**src/lkvc_pkg.sv**
```systemverilog
// ----------------------------------------------------------------------------
// lkvc_pkg
// Shared types and constants of the LRU key/value cache.
// ----------------------------------------------------------------------------
package lkvc_pkg;

	localparam int ENTRIES_DEFAULT = 16;
	localparam int QUEUE_DEPTH = 2;
	localparam int CAP_W = 5;
	localparam logic [CAP_W-1:0] CAP_RESET = 5'd16;

	localparam logic OP_GET = 1'b0;
	localparam logic OP_PUT = 1'b1;

	localparam logic signed [31:0] MISS_VALUE = -32'sd1;
	localparam logic signed [31:0] PUT_VALUE = 32'sd0;

	typedef struct packed {
		logic               op;
		logic        [31:0] lookup_key;
		logic signed [31:0] write_value;
	} cmd_t;

	typedef struct packed {
		logic               hit;
		logic signed [31:0] read_value;
	} rsp_t;

	// What the back end does with one classified command.
	typedef enum logic [2:0] {
		K_GET_HIT,
		K_GET_MISS,
		K_PUT_HIT,
		K_INSERT,
		K_REPLACE,
		K_DROP
	} kind_t;

endpackage

```
**src/lru_key_value_cache_core.sv**
```systemverilog
// ----------------------------------------------------------------------------
// lru_key_value_cache_core
// Fully associative key/value cache with least-recently-used replacement.
// ----------------------------------------------------------------------------
// Usage:
//   Command channel: present cmd (op, lookup_key, write_value) with start
//   high; the beat is taken at a rising edge where busy is low. op selects
//   get (lookup) or put (insert or update).
//   Result channel: done pulses for one cycle with rsp (hit, read_value).
//   The receiver cannot hold results off; every result is taken in the cycle
//   it is shown.
//   Configuration: cfg_we writes cfg_wdata into the capacity register; write
//   only while no command is in flight.
// Timing:
//   A new command is taken only once the last one has entered the queue:
//   the front end compares the key against all entries in the cycle after
//   acceptance, and the back end applies the table update in the cycle
//   after that, which the next compare must see.
// Reset:
//   arst_n clears all valid bits, the fill count and the pipeline; capacity
//   returns to its reset value. Keys, ranks and values need no clearing,
//   since only valid entries are ever read.
// ----------------------------------------------------------------------------
module lru_key_value_cache_core #(
	parameter int ENTRIES = lkvc_pkg::ENTRIES_DEFAULT
) (
	input  logic                       clk,
	input  logic                       arst_n,
	input  logic                       start,
	input  lkvc_pkg::cmd_t             cmd,
	output logic                       busy,
	output logic                       done,
	output lkvc_pkg::rsp_t             rsp,
	input  logic                       cfg_we,
	input  logic [lkvc_pkg::CAP_W-1:0] cfg_wdata
);

	localparam int SLOT_W = (ENTRIES > 1) ? $clog2(ENTRIES) : 1;
	localparam int CNT_W  = $clog2(ENTRIES + 1);

	// One classified command as it travels from front to back.
	typedef struct packed {
		lkvc_pkg::kind_t    kind;
		logic [SLOT_W-1:0]  slot;
		logic [CNT_W-1:0]   old_rank;
		logic [31:0]        key;
		logic signed [31:0] value;
	} item_t;

	// Table view the back end exposes to the front end's compare.
	logic [ENTRIES-1:0] valid;
	logic [31:0]        keys  [ENTRIES];
	logic [SLOT_W-1:0]  ranks [ENTRIES];
	logic [CNT_W-1:0]   used_count;

	logic  push;
	item_t push_item;
	logic  pop;
	item_t head;
	logic  q_empty;
	logic  q_full;

	// Front: hold the command, match, classify, push one beat into the queue.
	lkvc_front #(
		.ENTRIES (ENTRIES),
		.item_t  (item_t)
	) u_front (
		.clk        (clk),
		.arst_n     (arst_n),
		.start      (start),
		.cmd        (cmd),
		.busy       (busy),
		.cfg_we     (cfg_we),
		.cfg_wdata  (cfg_wdata),
		.valid      (valid),
		.keys       (keys),
		.ranks      (ranks),
		.used_count (used_count),
		.q_full     (q_full),
		.push       (push),
		.push_item  (push_item)
	);

	// Queue: decouple classification from execution.
	lkvc_fifo #(
		.item_t (item_t),
		.DEPTH  (lkvc_pkg::QUEUE_DEPTH)
	) u_queue (
		.clk       (clk),
		.arst_n    (arst_n),
		.push      (push),
		.push_item (push_item),
		.pop       (pop),
		.head      (head),
		.empty     (q_empty),
		.full      (q_full)
	);

	// Back: advance ranks, write keys and values, drive the result strobe.
	lkvc_back #(
		.ENTRIES (ENTRIES),
		.item_t  (item_t)
	) u_back (
		.clk        (clk),
		.arst_n     (arst_n),
		.q_empty    (q_empty),
		.head       (head),
		.pop        (pop),
		.valid      (valid),
		.keys       (keys),
		.ranks      (ranks),
		.used_count (used_count),
		.done       (done),
		.rsp        (rsp)
	);

endmodule

```
**src/lkvc_ram.sv**
```systemverilog
// ----------------------------------------------------------------------------
// lkvc_ram
// Generic single-write, single-read RAM with registered read data.
// ----------------------------------------------------------------------------
module lkvc_ram #(
	parameter int WIDTH = 32,
	parameter int DEPTH = lkvc_pkg::ENTRIES_DEFAULT
) (
	input  logic                                  clk,
	input  logic                                  we,
	input  logic [((DEPTH > 1) ? $clog2(DEPTH) : 1)-1:0] waddr,
	input  logic [WIDTH-1:0]                      wdata,
	input  logic                                  re,
	input  logic [((DEPTH > 1) ? $clog2(DEPTH) : 1)-1:0] raddr,
	output logic [WIDTH-1:0]                      rdata
);

	logic [WIDTH-1:0] mem_q [DEPTH];

	always_ff @(posedge clk) begin
		if (we) begin
			mem_q[waddr] <= wdata;
		end
		if (re) begin
			rdata <= mem_q[raddr];
		end
	end

endmodule

```
**src/lkvc_fifo.sv**
```systemverilog
// ----------------------------------------------------------------------------
// lkvc_fifo
// Short queue between front and back end.
// ----------------------------------------------------------------------------
module lkvc_fifo #(
	parameter type item_t = logic,
	parameter int  DEPTH  = lkvc_pkg::QUEUE_DEPTH
) (
	input  logic  clk,
	input  logic  arst_n,
	input  logic  push,
	input  item_t push_item,
	input  logic  pop,
	output item_t head,
	output logic  empty,
	output logic  full
);

	localparam int PTR_W = (DEPTH > 1) ? $clog2(DEPTH) : 1;
	localparam int CNT_W = $clog2(DEPTH + 1);

	item_t            slot_q [DEPTH];
	logic [PTR_W-1:0] wr_ptr_q;
	logic [PTR_W-1:0] rd_ptr_q;
	logic [CNT_W-1:0] count_q;

	assign empty = (count_q == '0);
	assign full  = (count_q == CNT_W'(DEPTH));
	assign head  = slot_q[rd_ptr_q];

	function automatic logic [PTR_W-1:0] bump(input logic [PTR_W-1:0] p);
		bump = (p == PTR_W'(DEPTH - 1)) ? '0 : p + PTR_W'(1);
	endfunction

	always_ff @(posedge clk or negedge arst_n) begin
		if (!arst_n) begin
			wr_ptr_q <= '0;
			rd_ptr_q <= '0;
			count_q  <= '0;
		end else begin
			if (push) begin
				wr_ptr_q <= bump(wr_ptr_q);
			end
			if (pop) begin
				rd_ptr_q <= bump(rd_ptr_q);
			end
			case ({push, pop})
				2'b10:   count_q <= count_q + CNT_W'(1);
				2'b01:   count_q <= count_q - CNT_W'(1);
				default: count_q <= count_q;
			endcase
		end
	end

	always_ff @(posedge clk) begin
		if (push) begin
			slot_q[wr_ptr_q] <= push_item;
		end
	end

endmodule

```
**src/lkvc_front.sv**
```systemverilog
// ----------------------------------------------------------------------------
// lkvc_front
// Accept commands, match keys against all entries and classify each command.
// ----------------------------------------------------------------------------
module lkvc_front #(
	parameter int  ENTRIES = lkvc_pkg::ENTRIES_DEFAULT,
	parameter type item_t  = logic
) (
	input  logic                                      clk,
	input  logic                                      arst_n,
	input  logic                                      start,
	input  lkvc_pkg::cmd_t                            cmd,
	output logic                                      busy,
	input  logic                                      cfg_we,
	input  logic [lkvc_pkg::CAP_W-1:0]                cfg_wdata,
	input  logic [ENTRIES-1:0]                        valid,
	input  logic [31:0]                               keys [ENTRIES],
	input  logic [((ENTRIES > 1) ? $clog2(ENTRIES) : 1)-1:0] ranks [ENTRIES],
	input  logic [$clog2(ENTRIES + 1)-1:0]            used_count,
	input  logic                                      q_full,
	output logic                                      push,
	output item_t                                     push_item
);

	localparam int SLOT_W = (ENTRIES > 1) ? $clog2(ENTRIES) : 1;
	localparam int CNT_W  = $clog2(ENTRIES + 1);
	localparam int CMP_W  = (CNT_W > lkvc_pkg::CAP_W) ? CNT_W : lkvc_pkg::CAP_W;

	logic                         v_s1;
	lkvc_pkg::cmd_t               cmd_s1;
	logic [lkvc_pkg::CAP_W-1:0]   capacity_q;

	logic [ENTRIES-1:0]  match;
	logic [SLOT_W-1:0]   hit_slot;
	logic [SLOT_W-1:0]   hit_rank;
	logic [SLOT_W-1:0]   lru_slot;
	logic [CNT_W-1:0]    used_m1;
	logic [CMP_W-1:0]    cap_eff;
	logic [CMP_W-1:0]    used_ext;

	assign busy = v_s1;
	assign push = v_s1 && !q_full;

	always_ff @(posedge clk or negedge arst_n) begin
		if (!arst_n) begin
			v_s1       <= 1'b0;
			capacity_q <= lkvc_pkg::CAP_RESET;
		end else begin
			if (cfg_we) begin
				capacity_q <= cfg_wdata;
			end
			if (start && !v_s1) begin
				v_s1 <= 1'b1;
			end else if (push) begin
				v_s1 <= 1'b0;
			end
		end
	end

	always_ff @(posedge clk) begin
		if (start && !v_s1) begin
			cmd_s1 <= cmd;
		end
	end

	// Keys are unique among valid entries, so at most one bit of the match
	// vector is set and an OR of the matching indexes and ranks picks out the entry.
	always_comb begin
		match    = '0;
		hit_slot = '0;
		hit_rank = '0;
		lru_slot = '0;
		used_m1  = used_count - CNT_W'(1);
		for (int i = 0; i < ENTRIES; i++) begin
			match[i] = valid[i] && (keys[i] == cmd_s1.lookup_key);
			if (match[i]) begin
				hit_slot = hit_slot | SLOT_W'(i);
				hit_rank = hit_rank | ranks[i];
			end
			if (valid[i] && (CNT_W'(ranks[i]) == used_m1)) begin
				lru_slot = lru_slot | SLOT_W'(i);
			end
		end
	end

	always_comb begin
		cap_eff  = (CMP_W'(capacity_q) > CMP_W'(ENTRIES)) ? CMP_W'(ENTRIES)
		                                                   : CMP_W'(capacity_q);
		used_ext = CMP_W'(used_count);

		push_item.key      = cmd_s1.lookup_key;
		push_item.value    = cmd_s1.write_value;
		push_item.slot     = hit_slot;
		push_item.old_rank = CNT_W'(hit_rank);
		if (|match) begin
			push_item.kind = (cmd_s1.op == lkvc_pkg::OP_PUT) ? lkvc_pkg::K_PUT_HIT
			                                                : lkvc_pkg::K_GET_HIT;
		end else if (cmd_s1.op == lkvc_pkg::OP_GET) begin
			push_item.kind = lkvc_pkg::K_GET_MISS;
		end else if (cap_eff == '0) begin
			push_item.kind = lkvc_pkg::K_DROP;
		end else if (used_ext < cap_eff) begin
			// Slots fill in order and are never freed, so the lowest free one
			// is the one at the fill count. All valid ranks age.
			push_item.kind     = lkvc_pkg::K_INSERT;
			push_item.slot     = used_count[SLOT_W-1:0];
			push_item.old_rank = used_count;
		end else begin
			push_item.kind     = lkvc_pkg::K_REPLACE;
			push_item.slot     = lru_slot;
			push_item.old_rank = used_m1;
		end
	end

endmodule

```
**src/lkvc_back.sv**
```systemverilog
// ----------------------------------------------------------------------------
// lkvc_back
// Carry out classified commands: update keys, ranks and values, emit results.
// ----------------------------------------------------------------------------
module lkvc_back #(
	parameter int  ENTRIES = lkvc_pkg::ENTRIES_DEFAULT,
	parameter type item_t  = logic
) (
	input  logic                                      clk,
	input  logic                                      arst_n,
	input  logic                                      q_empty,
	input  item_t                                     head,
	output logic                                      pop,
	output logic [ENTRIES-1:0]                        valid,
	output logic [31:0]                               keys [ENTRIES],
	output logic [((ENTRIES > 1) ? $clog2(ENTRIES) : 1)-1:0] ranks [ENTRIES],
	output logic [$clog2(ENTRIES + 1)-1:0]            used_count,
	output logic                                      done,
	output lkvc_pkg::rsp_t                            rsp
);

	localparam int SLOT_W = (ENTRIES > 1) ? $clog2(ENTRIES) : 1;
	localparam int CNT_W  = $clog2(ENTRIES + 1);

	logic [ENTRIES-1:0] valid_q;
	logic [31:0]        keys_q  [ENTRIES];
	logic [SLOT_W-1:0]  ranks_q [ENTRIES];
	logic [CNT_W-1:0]   used_q;
	logic               done_q;
	logic               hit_s2;
	logic               from_ram_s2;
	logic signed [31:0] fixed_s2;

	logic        promote;
	logic        ram_we;
	logic        ram_re;
	logic [31:0] ram_rdata;

	assign pop        = !q_empty;
	assign valid      = valid_q;
	assign keys       = keys_q;
	assign ranks      = ranks_q;
	assign used_count = used_q;
	assign done       = done_q;

	always_comb begin
		promote = 1'b0;
		ram_we  = 1'b0;
		ram_re  = 1'b0;
		case (head.kind)
			lkvc_pkg::K_GET_HIT: begin
				promote = 1'b1;
				ram_re  = 1'b1;
			end
			lkvc_pkg::K_PUT_HIT,
			lkvc_pkg::K_INSERT,
			lkvc_pkg::K_REPLACE: begin
				promote = 1'b1;
				ram_we  = 1'b1;
			end
			default: begin
				promote = 1'b0;
			end
		endcase
		promote = promote && pop;
		ram_we  = ram_we && pop;
		ram_re  = ram_re && pop;
	end

	always_ff @(posedge clk or negedge arst_n) begin
		if (!arst_n) begin
			valid_q <= '0;
			used_q  <= '0;
			done_q  <= 1'b0;
		end else begin
			done_q <= pop;
			if (pop && (head.kind == lkvc_pkg::K_INSERT)) begin
				valid_q[head.slot] <= 1'b1;
				used_q             <= used_q + CNT_W'(1);
			end
		end
	end

	// Age every valid entry more recent than the promoted one.
	always_ff @(posedge clk) begin
		if (promote) begin
			for (int i = 0; i < ENTRIES; i++) begin
				if (SLOT_W'(i) == head.slot) begin
					ranks_q[i] <= '0;
				end else if (valid_q[i] && (CNT_W'(ranks_q[i]) < head.old_rank)) begin
					ranks_q[i] <= ranks_q[i] + SLOT_W'(1);
				end
			end
		end
		if (pop && ((head.kind == lkvc_pkg::K_INSERT) ||
		            (head.kind == lkvc_pkg::K_REPLACE))) begin
			keys_q[head.slot] <= head.key;
		end
		if (pop) begin
			hit_s2      <= (head.kind == lkvc_pkg::K_GET_HIT) ||
			               (head.kind == lkvc_pkg::K_PUT_HIT);
			from_ram_s2 <= (head.kind == lkvc_pkg::K_GET_HIT);
			fixed_s2    <= (head.kind == lkvc_pkg::K_GET_MISS) ? lkvc_pkg::MISS_VALUE
			                                                   : lkvc_pkg::PUT_VALUE;
		end
	end

	lkvc_ram #(
		.WIDTH (32),
		.DEPTH (ENTRIES)
	) u_values (
		.clk   (clk),
		.we    (ram_we),
		.waddr (head.slot),
		.wdata (head.value),
		.re    (ram_re),
		.raddr (head.slot),
		.rdata (ram_rdata)
	);

	assign rsp.hit        = hit_s2;
	assign rsp.read_value = from_ram_s2 ? $signed(ram_rdata) : fixed_s2;

endmodule

```
**config.mk**
```make
export PLATFORM = sky130hd
export DESIGN_NAME = lru_key_value_cache_core
export DESIGN_NICKNAME = d
export VERILOG_FILES = /design/src/lkvc_pkg.sv /design/src/lru_key_value_cache_core.sv /design/src/lkvc_ram.sv /design/src/lkvc_fifo.sv /design/src/lkvc_front.sv /design/src/lkvc_back.sv
export SDC_FILE = /design/constraint.sdc
export NUM_CORES = 2
export LEC_CHECK = 0
export BUFFER_PORTS_ARGS = -buffer_cell sky130_fd_sc_hd__buf_2
export CORE_MARGIN = 1.5
export CORE_UTILIZATION = 63
export DETAILED_ROUTE_END_ITERATION = 8
export PLACE_DENSITY = 0.77
export SLEW_MARGIN = 0
export SYNTH_ARGS = -nofsm -noshare
export SYNTH_HDL_FRONTEND = slang
export SYNTH_SLANG_ARGS = --single-unit
```
**constraint.sdc**
```tcl
create_clock -name clk -period 5 [get_ports clk]
set_clock_uncertainty 0.1 [all_clocks]
set_input_delay 0.5 -clock clk [delete_from_list [all_inputs] [get_ports clk]]
set_output_delay 0.5 -clock clk [all_outputs]
set_load 0.02 [all_outputs]
```
==> Word-level counts from Yosys, hierarchy flattened <==
Memory sizes are Yosys's and may differ from the RTL's. A register that Yosys moved wholly into a read port is not among the register bits.
Index checks and enable logic that the tools add are counted.
{ "op_classes": {"n_addsub": 22, "order_cmp": 22, "n_eq_ne": 53, "n_mux": 90, "n_bitwise": 17, "n_reduce_logical": 102} }
{ "op_table": {"columns": ["operator", "count"], "rows": [
  ["$bwmux W512", 1],
  ["$eq A32 B32 Y1", 16],
  ["$mux W4", 48],
  ["$demux W32 S4", 1],
  ["$mux W32", 3],
  ["$lt A4 B5 Y1", 16],
  ["$eq A4 B5 Y1", 15],
  ["$add A4 B1 Y4 const B", 16],
  ["$or A4 B4 Y4", 15],
  ["$logic_and A1 B1 Y1", 56],
  ["$reduce_bool A2 Y1", 18],
  ["$mux W3", 11],
  ["$eq A4 B4 Y1 const A", 8],
  ["$reduce_and A2 Y1", 16],
  ["$mux W9", 3],
  ["$eq A3 B4 Y1 const A", 4],
  ["$or A16 B16 Y16", 1],
  ["$reduce_or A16 Y1", 1],
  ["$mux W1", 14],
  ["$mux W12", 1],
  ["$mux W2", 5],
  ["$eq A2 B4 Y1 const A", 2],
  ["$eq A3 B2 Y1 const B", 2],
  ["$add A5 B1 Y5 const B", 1],
  ["27 further kinds", 32]
]} }
{ "word_totals": {"register_bits": 707, "ram_bits": 664, "in_bits": 74, "word_cells": 354, "memories": 2} }
{ "memory_table": {"columns": ["name", "depth", "width", "read_ports", "rd_clocked_by_memory_dff", "write_ports", "line", "text"], "rows": [
  ["u_back.u_values.mem_q", 16, 32, 1, 1, 1, "lkvc_ram.sv:18", "logic [WIDTH-1:0] mem_q [DEPTH];"],
  ["u_queue.slot_q", 2, 76, 1, 0, 1, "lkvc_fifo.sv:22", "item_t slot_q [DEPTH];"]
]} }

==> Logic depth before layout (Yosys ltp) <==
{ "depth": {"ltp_word": 36, "ltp_mapped": 12, "ltp_nobuf": 10} }

==> Modules after synthesis <==
Synthesis repeated with hierarchy kept, for this count alone.
{ "unflattened": {"hier_cells": 3296, "area_unflattened_um2": 57465.1} }
{ "by_module_without_submodules": {"columns": ["mod", "n_inst", "cells_per_inst", "area_per_inst_um2"], "rows": [
  ["lkvc_back", 1, 1063, 20987.6],
  ["lkvc_ram", 1, 838, 20155.6],
  ["lkvc_front", 1, 1142, 10517.6],
  ["lkvc_fifo", 1, 253, 5804.3]
]} }

==> Least setup slack after synthesis <==
No wires, ideal clock.
{ "synth_path": {"path_kind": "register to register", "from": "reg u_front.v_s1, in the netlist u_front.busy", "to": "mem u_queue.slot_q[0][0] in the netlist's numbering (enable)", "setup_ns": 0.511, "arrival_ns": 3.867, "required_time_ns": 4.389, "setup_slack_ns": 0.522, "path_stages_with_launch": 3, "n_path_buf": 0, "period_less_slack_ns": 4.478, "cell_sequence": "dfrtp_1 o21ai_1 nor2_1"} }
{ "synth_between": {"elab_chain_len": 3} }
{ "synth_rtl": {"columns": ["element", "line", "text"], "rows": [
  ["start: declaration", "lkvc_front.sv:29", "logic v_s1;"],
  ["start signal: assignment", "lkvc_front.sv:46", "v_s1 <= 1'b0;"],
  ["start signal: assignment", "lkvc_front.sv:53", "v_s1 <= 1'b1;"],
  ["start signal: assignment", "lkvc_front.sv:55", "v_s1 <= 1'b0;"],
  ["$logic_and A1 B1 Y1", "lkvc_front.sv:42", "assign push = v_s1 && !q_full;"],
  ["$mux W1", "lkvc_fifo.sv:56", "if (push) begin"],
  ["$mux W1 (not written as such)", "lkvc_fifo.sv:57", "slot_q[wr_ptr_q] <= push_item;"],
  ["end: declaration", "lkvc_fifo.sv:22", null]
]} }
No other way between the ends.

==> summary.txt <==
Fmax: 240 MHz
Number of filler cells placed in the layout: 5,565
# hold bufs at CTS: 76
Hold_sp: u_front.push_item[14]$_DFFE_PP_
Die Ht: 305 um
Setup TNS: 0 ps
Rel. slew slack: 3.19%
Total wire length: 156,000 um
Distinct cells, synth: 58
Synthesized area per cell: 14.6 um2
Area of the die: 0.0932 mm2
Resized Gates After CTS: 0
Sequential area share after synthesis: 71.3%
MaxCap Viol Count: 0
Final Setup Violations: 0
First-pass GRT wire length: 227,000 um
Worst VDD drop: 0.512 mV
Num rows: 110
Post-synth ARST share: 2.33%
DR pass1 iterations: 6
Crit Reg-Reg Startpoint: u_front.push_item[45]$_DFFE_PP_
Multi-input gate area: 0.0155 mm2
Post-CTS Setup Repair Bufs: 0
Register clock-pin slew on the reported worst setup and hold paths: 60 ps
CP startpoint kind: flip-flop
Count of pins over their slew limit: 0
Num CTS Buffers: 136
Post-layout total power: 40.4 mW
Largest net degree at the start of global routing: 180
PD cells: 624 mW/mm2
TritonCTS Sinks: 1,372
HPWL after detailed placement: 94,200 um
Die Width: 305 um
Post-route DRC: 0
Worst skew pair latency: 760 ps
GR Overflow Total: 0
CP arrival: 4550 ps
IO Count: 109
Status: finished clean
Layout cells sized above 1: 12.6%
Data required, critical path: 5390 ps
Most frequent cells in the layout: 1,340 x edfxtp_1, 611 x nand2_1, 487 x xor2_1
Post-synth EDFFs: 1,340
CTS tree: built
Minimum clock period: 4160 ps
Initial core utilization: 63.7%
Leading cell type in the layout, fill and taps excluded: edfxtp_1
Routed vias: 34,786
Ys Warns: 0
Post-Syn Nets: 4,095
Area Growth Syn to Fin: 12.6%
CP Launch Point: u_front.push_item[45]$_DFFE_PP_
Vias in the first global route: 34,597
Register Area: 0.0410 mm2
Max clock buf depth: 3
Hold violation count in the final report: 0
Drt initial violations: 4,379
Nets@finish: 4,326
Mapped Cells: 3,950
Crit Path Max Fanout: 18
Crit end category: flip-flop
Crit share post-route: 83.3%
Post-Syn Area: 0.0576 mm2
Root buffer cell: clkbuf_16
Hold Path Class: flip-flop to flip-flop
Worst-margin pin slew: 1450 ps
RSZ-0062 raised after global routing: false
H-tree levels: 4
DR vias/cell: 6.36
GP Congestion: 0.963
Number of synthesized register bits: 1,372
Core region area: 0.0903 mm2
Crit Path Class: flip-flop to flip-flop
Total track usage: 33.7%
Antenna Cells: 0
Top FF cell, synth: edfxtp_1
Leak: 22.5 nW
Routed Antenna Nets: 0
WL per Instance: 28.4 um
Port bufs: 108
Antenna violations before repair: 2
-- final cells by class --
| cell class | count | area share [%] |
|---|---|---|
| Inverter | 16 | 0.0927 |
| Clock inverter | 71 | 1.16 |
| Multi-Input combinational cell | 2355 | 23.9 |
| Timing Repair Buffer | 300 | 3.47 |
| Sequential cell | 1372 | 63.3 |
| Tap cell | 1176 | 2.27 |
| Clock buffer | 177 | 5.75 |
-- cells in the mapped netlist, drive strengths merged (8+ instances only) --
library cell | count | area (um2)
nor4 | 105 | 676
dfrtp | 31 | 776
inv | 16 | 60.1
a311oi | 64 | 561
a21oi | 41 | 205
a22oi | 8 | 60.1
xor2 | 487 | 4270
nand4 | 39 | 244
mux2 | 77 | 871
buf | 88 | 873
nand3 | 315 | 1580
mux2i | 11 | 110
o21a | 17 | 128
and3 | 33 | 206
a221oi | 12 | 105
a21o | 17 | 128
nand2 | 611 | 2290
a22o | 12 | 105
clkbuf | 119 | 447
nor3 | 47 | 240
nand2b | 18 | 120
xnor2 | 123 | 1080
o21ai | 51 | 255
and2 | 19 | 119
edfxtp | 1340 | 40200
a31oi | 32 | 200
nor2 | 115 | 432
ha | 71 | 888
-- per-stage QoR --
step	cell area, um2	hold WS [ps]	std cells	setup WS (ps)	util [%]
2_1_floorplan	57600	104	3950	522	-
4_1_cts	64800	313	5467	1010	71.8
3_5_place_dp	59600	331	5143	986	66.0
3_3_place_gp	59600	323	5143	1040	66.0
5_1_grt	64800	337	5467	805	71.8
6_report	64800	345	5467	836	71.8
-- logic make-up (layout without fill, tap and decap cells) --
logic type	count (synthesis)	after routing	share of synthesized area [%]
xor+xnor	610	610	9.30
buf+inv	223	564	2.40
fa+ha+maj	71	71	1.54
compound gates	265	265	3.18
simple gates	1321	1321	10.6
flops	1372	1372	71.3
mux	88	88	1.70
-- worst max-delay path, stage by stage (launching register included) --
cell and delay, ps:
edfxtp_1 1320, xor2_1 180, nor4_1 400, nand4_1 380, nor3_2 550, or4_4 230
nand4bb_4 190, nand2b_4 220, mux2_4 320
-- sequential cells by signal, summed over array words and instances, names as in the netlist --
register / cells
u_back.keys: 512
u_back.u_values.mem_q: 512
u_queue.slot_q: 152
u_back.ranks: 64
u_front.push_item: 64
u_back.u_values.rdata: 32
u_back.valid: 16
u_back.used_count: 5
u_front.capacity_q: 5
u_queue.count_q: 2
u_back.done: 1
u_back.fixed_s2: 1
u_back.from_ram_s2: 1
u_back.hit_s2: 1
u_front.busy: 1
u_front.cmd_s1: 1
u_queue.rd_ptr_q: 1
u_queue.wr_ptr_q: 1
-- final timing paths --
kind                       depth (start not counted)  slack, ps                           endpoint
max                                                8        840    u_queue.slot_q[0][66]$_DFFE_PP_
min                                                0        350    u_queue.slot_q[1][14]$_DFFE_PP_
max reg2reg                                        8        840    u_queue.slot_q[0][66]$_DFFE_PP_
min reg2reg                                        0        350    u_queue.slot_q[1][14]$_DFFE_PP_
max in group asynchronous                          2       3730       u_queue.rd_ptr_q$_DFFE_PN0P_
min in group asynchronous                          2        360  u_front.capacity_q[1]$_DFFE_PN0P_
-- metal layers --
metal	global-route usage [%]	vias to the layer above	share of wire [%]
met5	0	-	0.0084
li1	-	14996	-
met1	43.6	17351	37
met3	6.50	432	9.0
met2	55.2	2005	49
met4	16.2	2	5.1
-- power breakdown --
| part | switching, mW | internal, mW | leakage, nW |
|---|---|---|---|
| clock network | 4.28 | 6.04 | 2.17 |
| logic | 9.29 | 3.58 | 7.81 |
| registers | 1.21 | 16.0 | 12.5 |
Power figures use the tool's default switching activity.
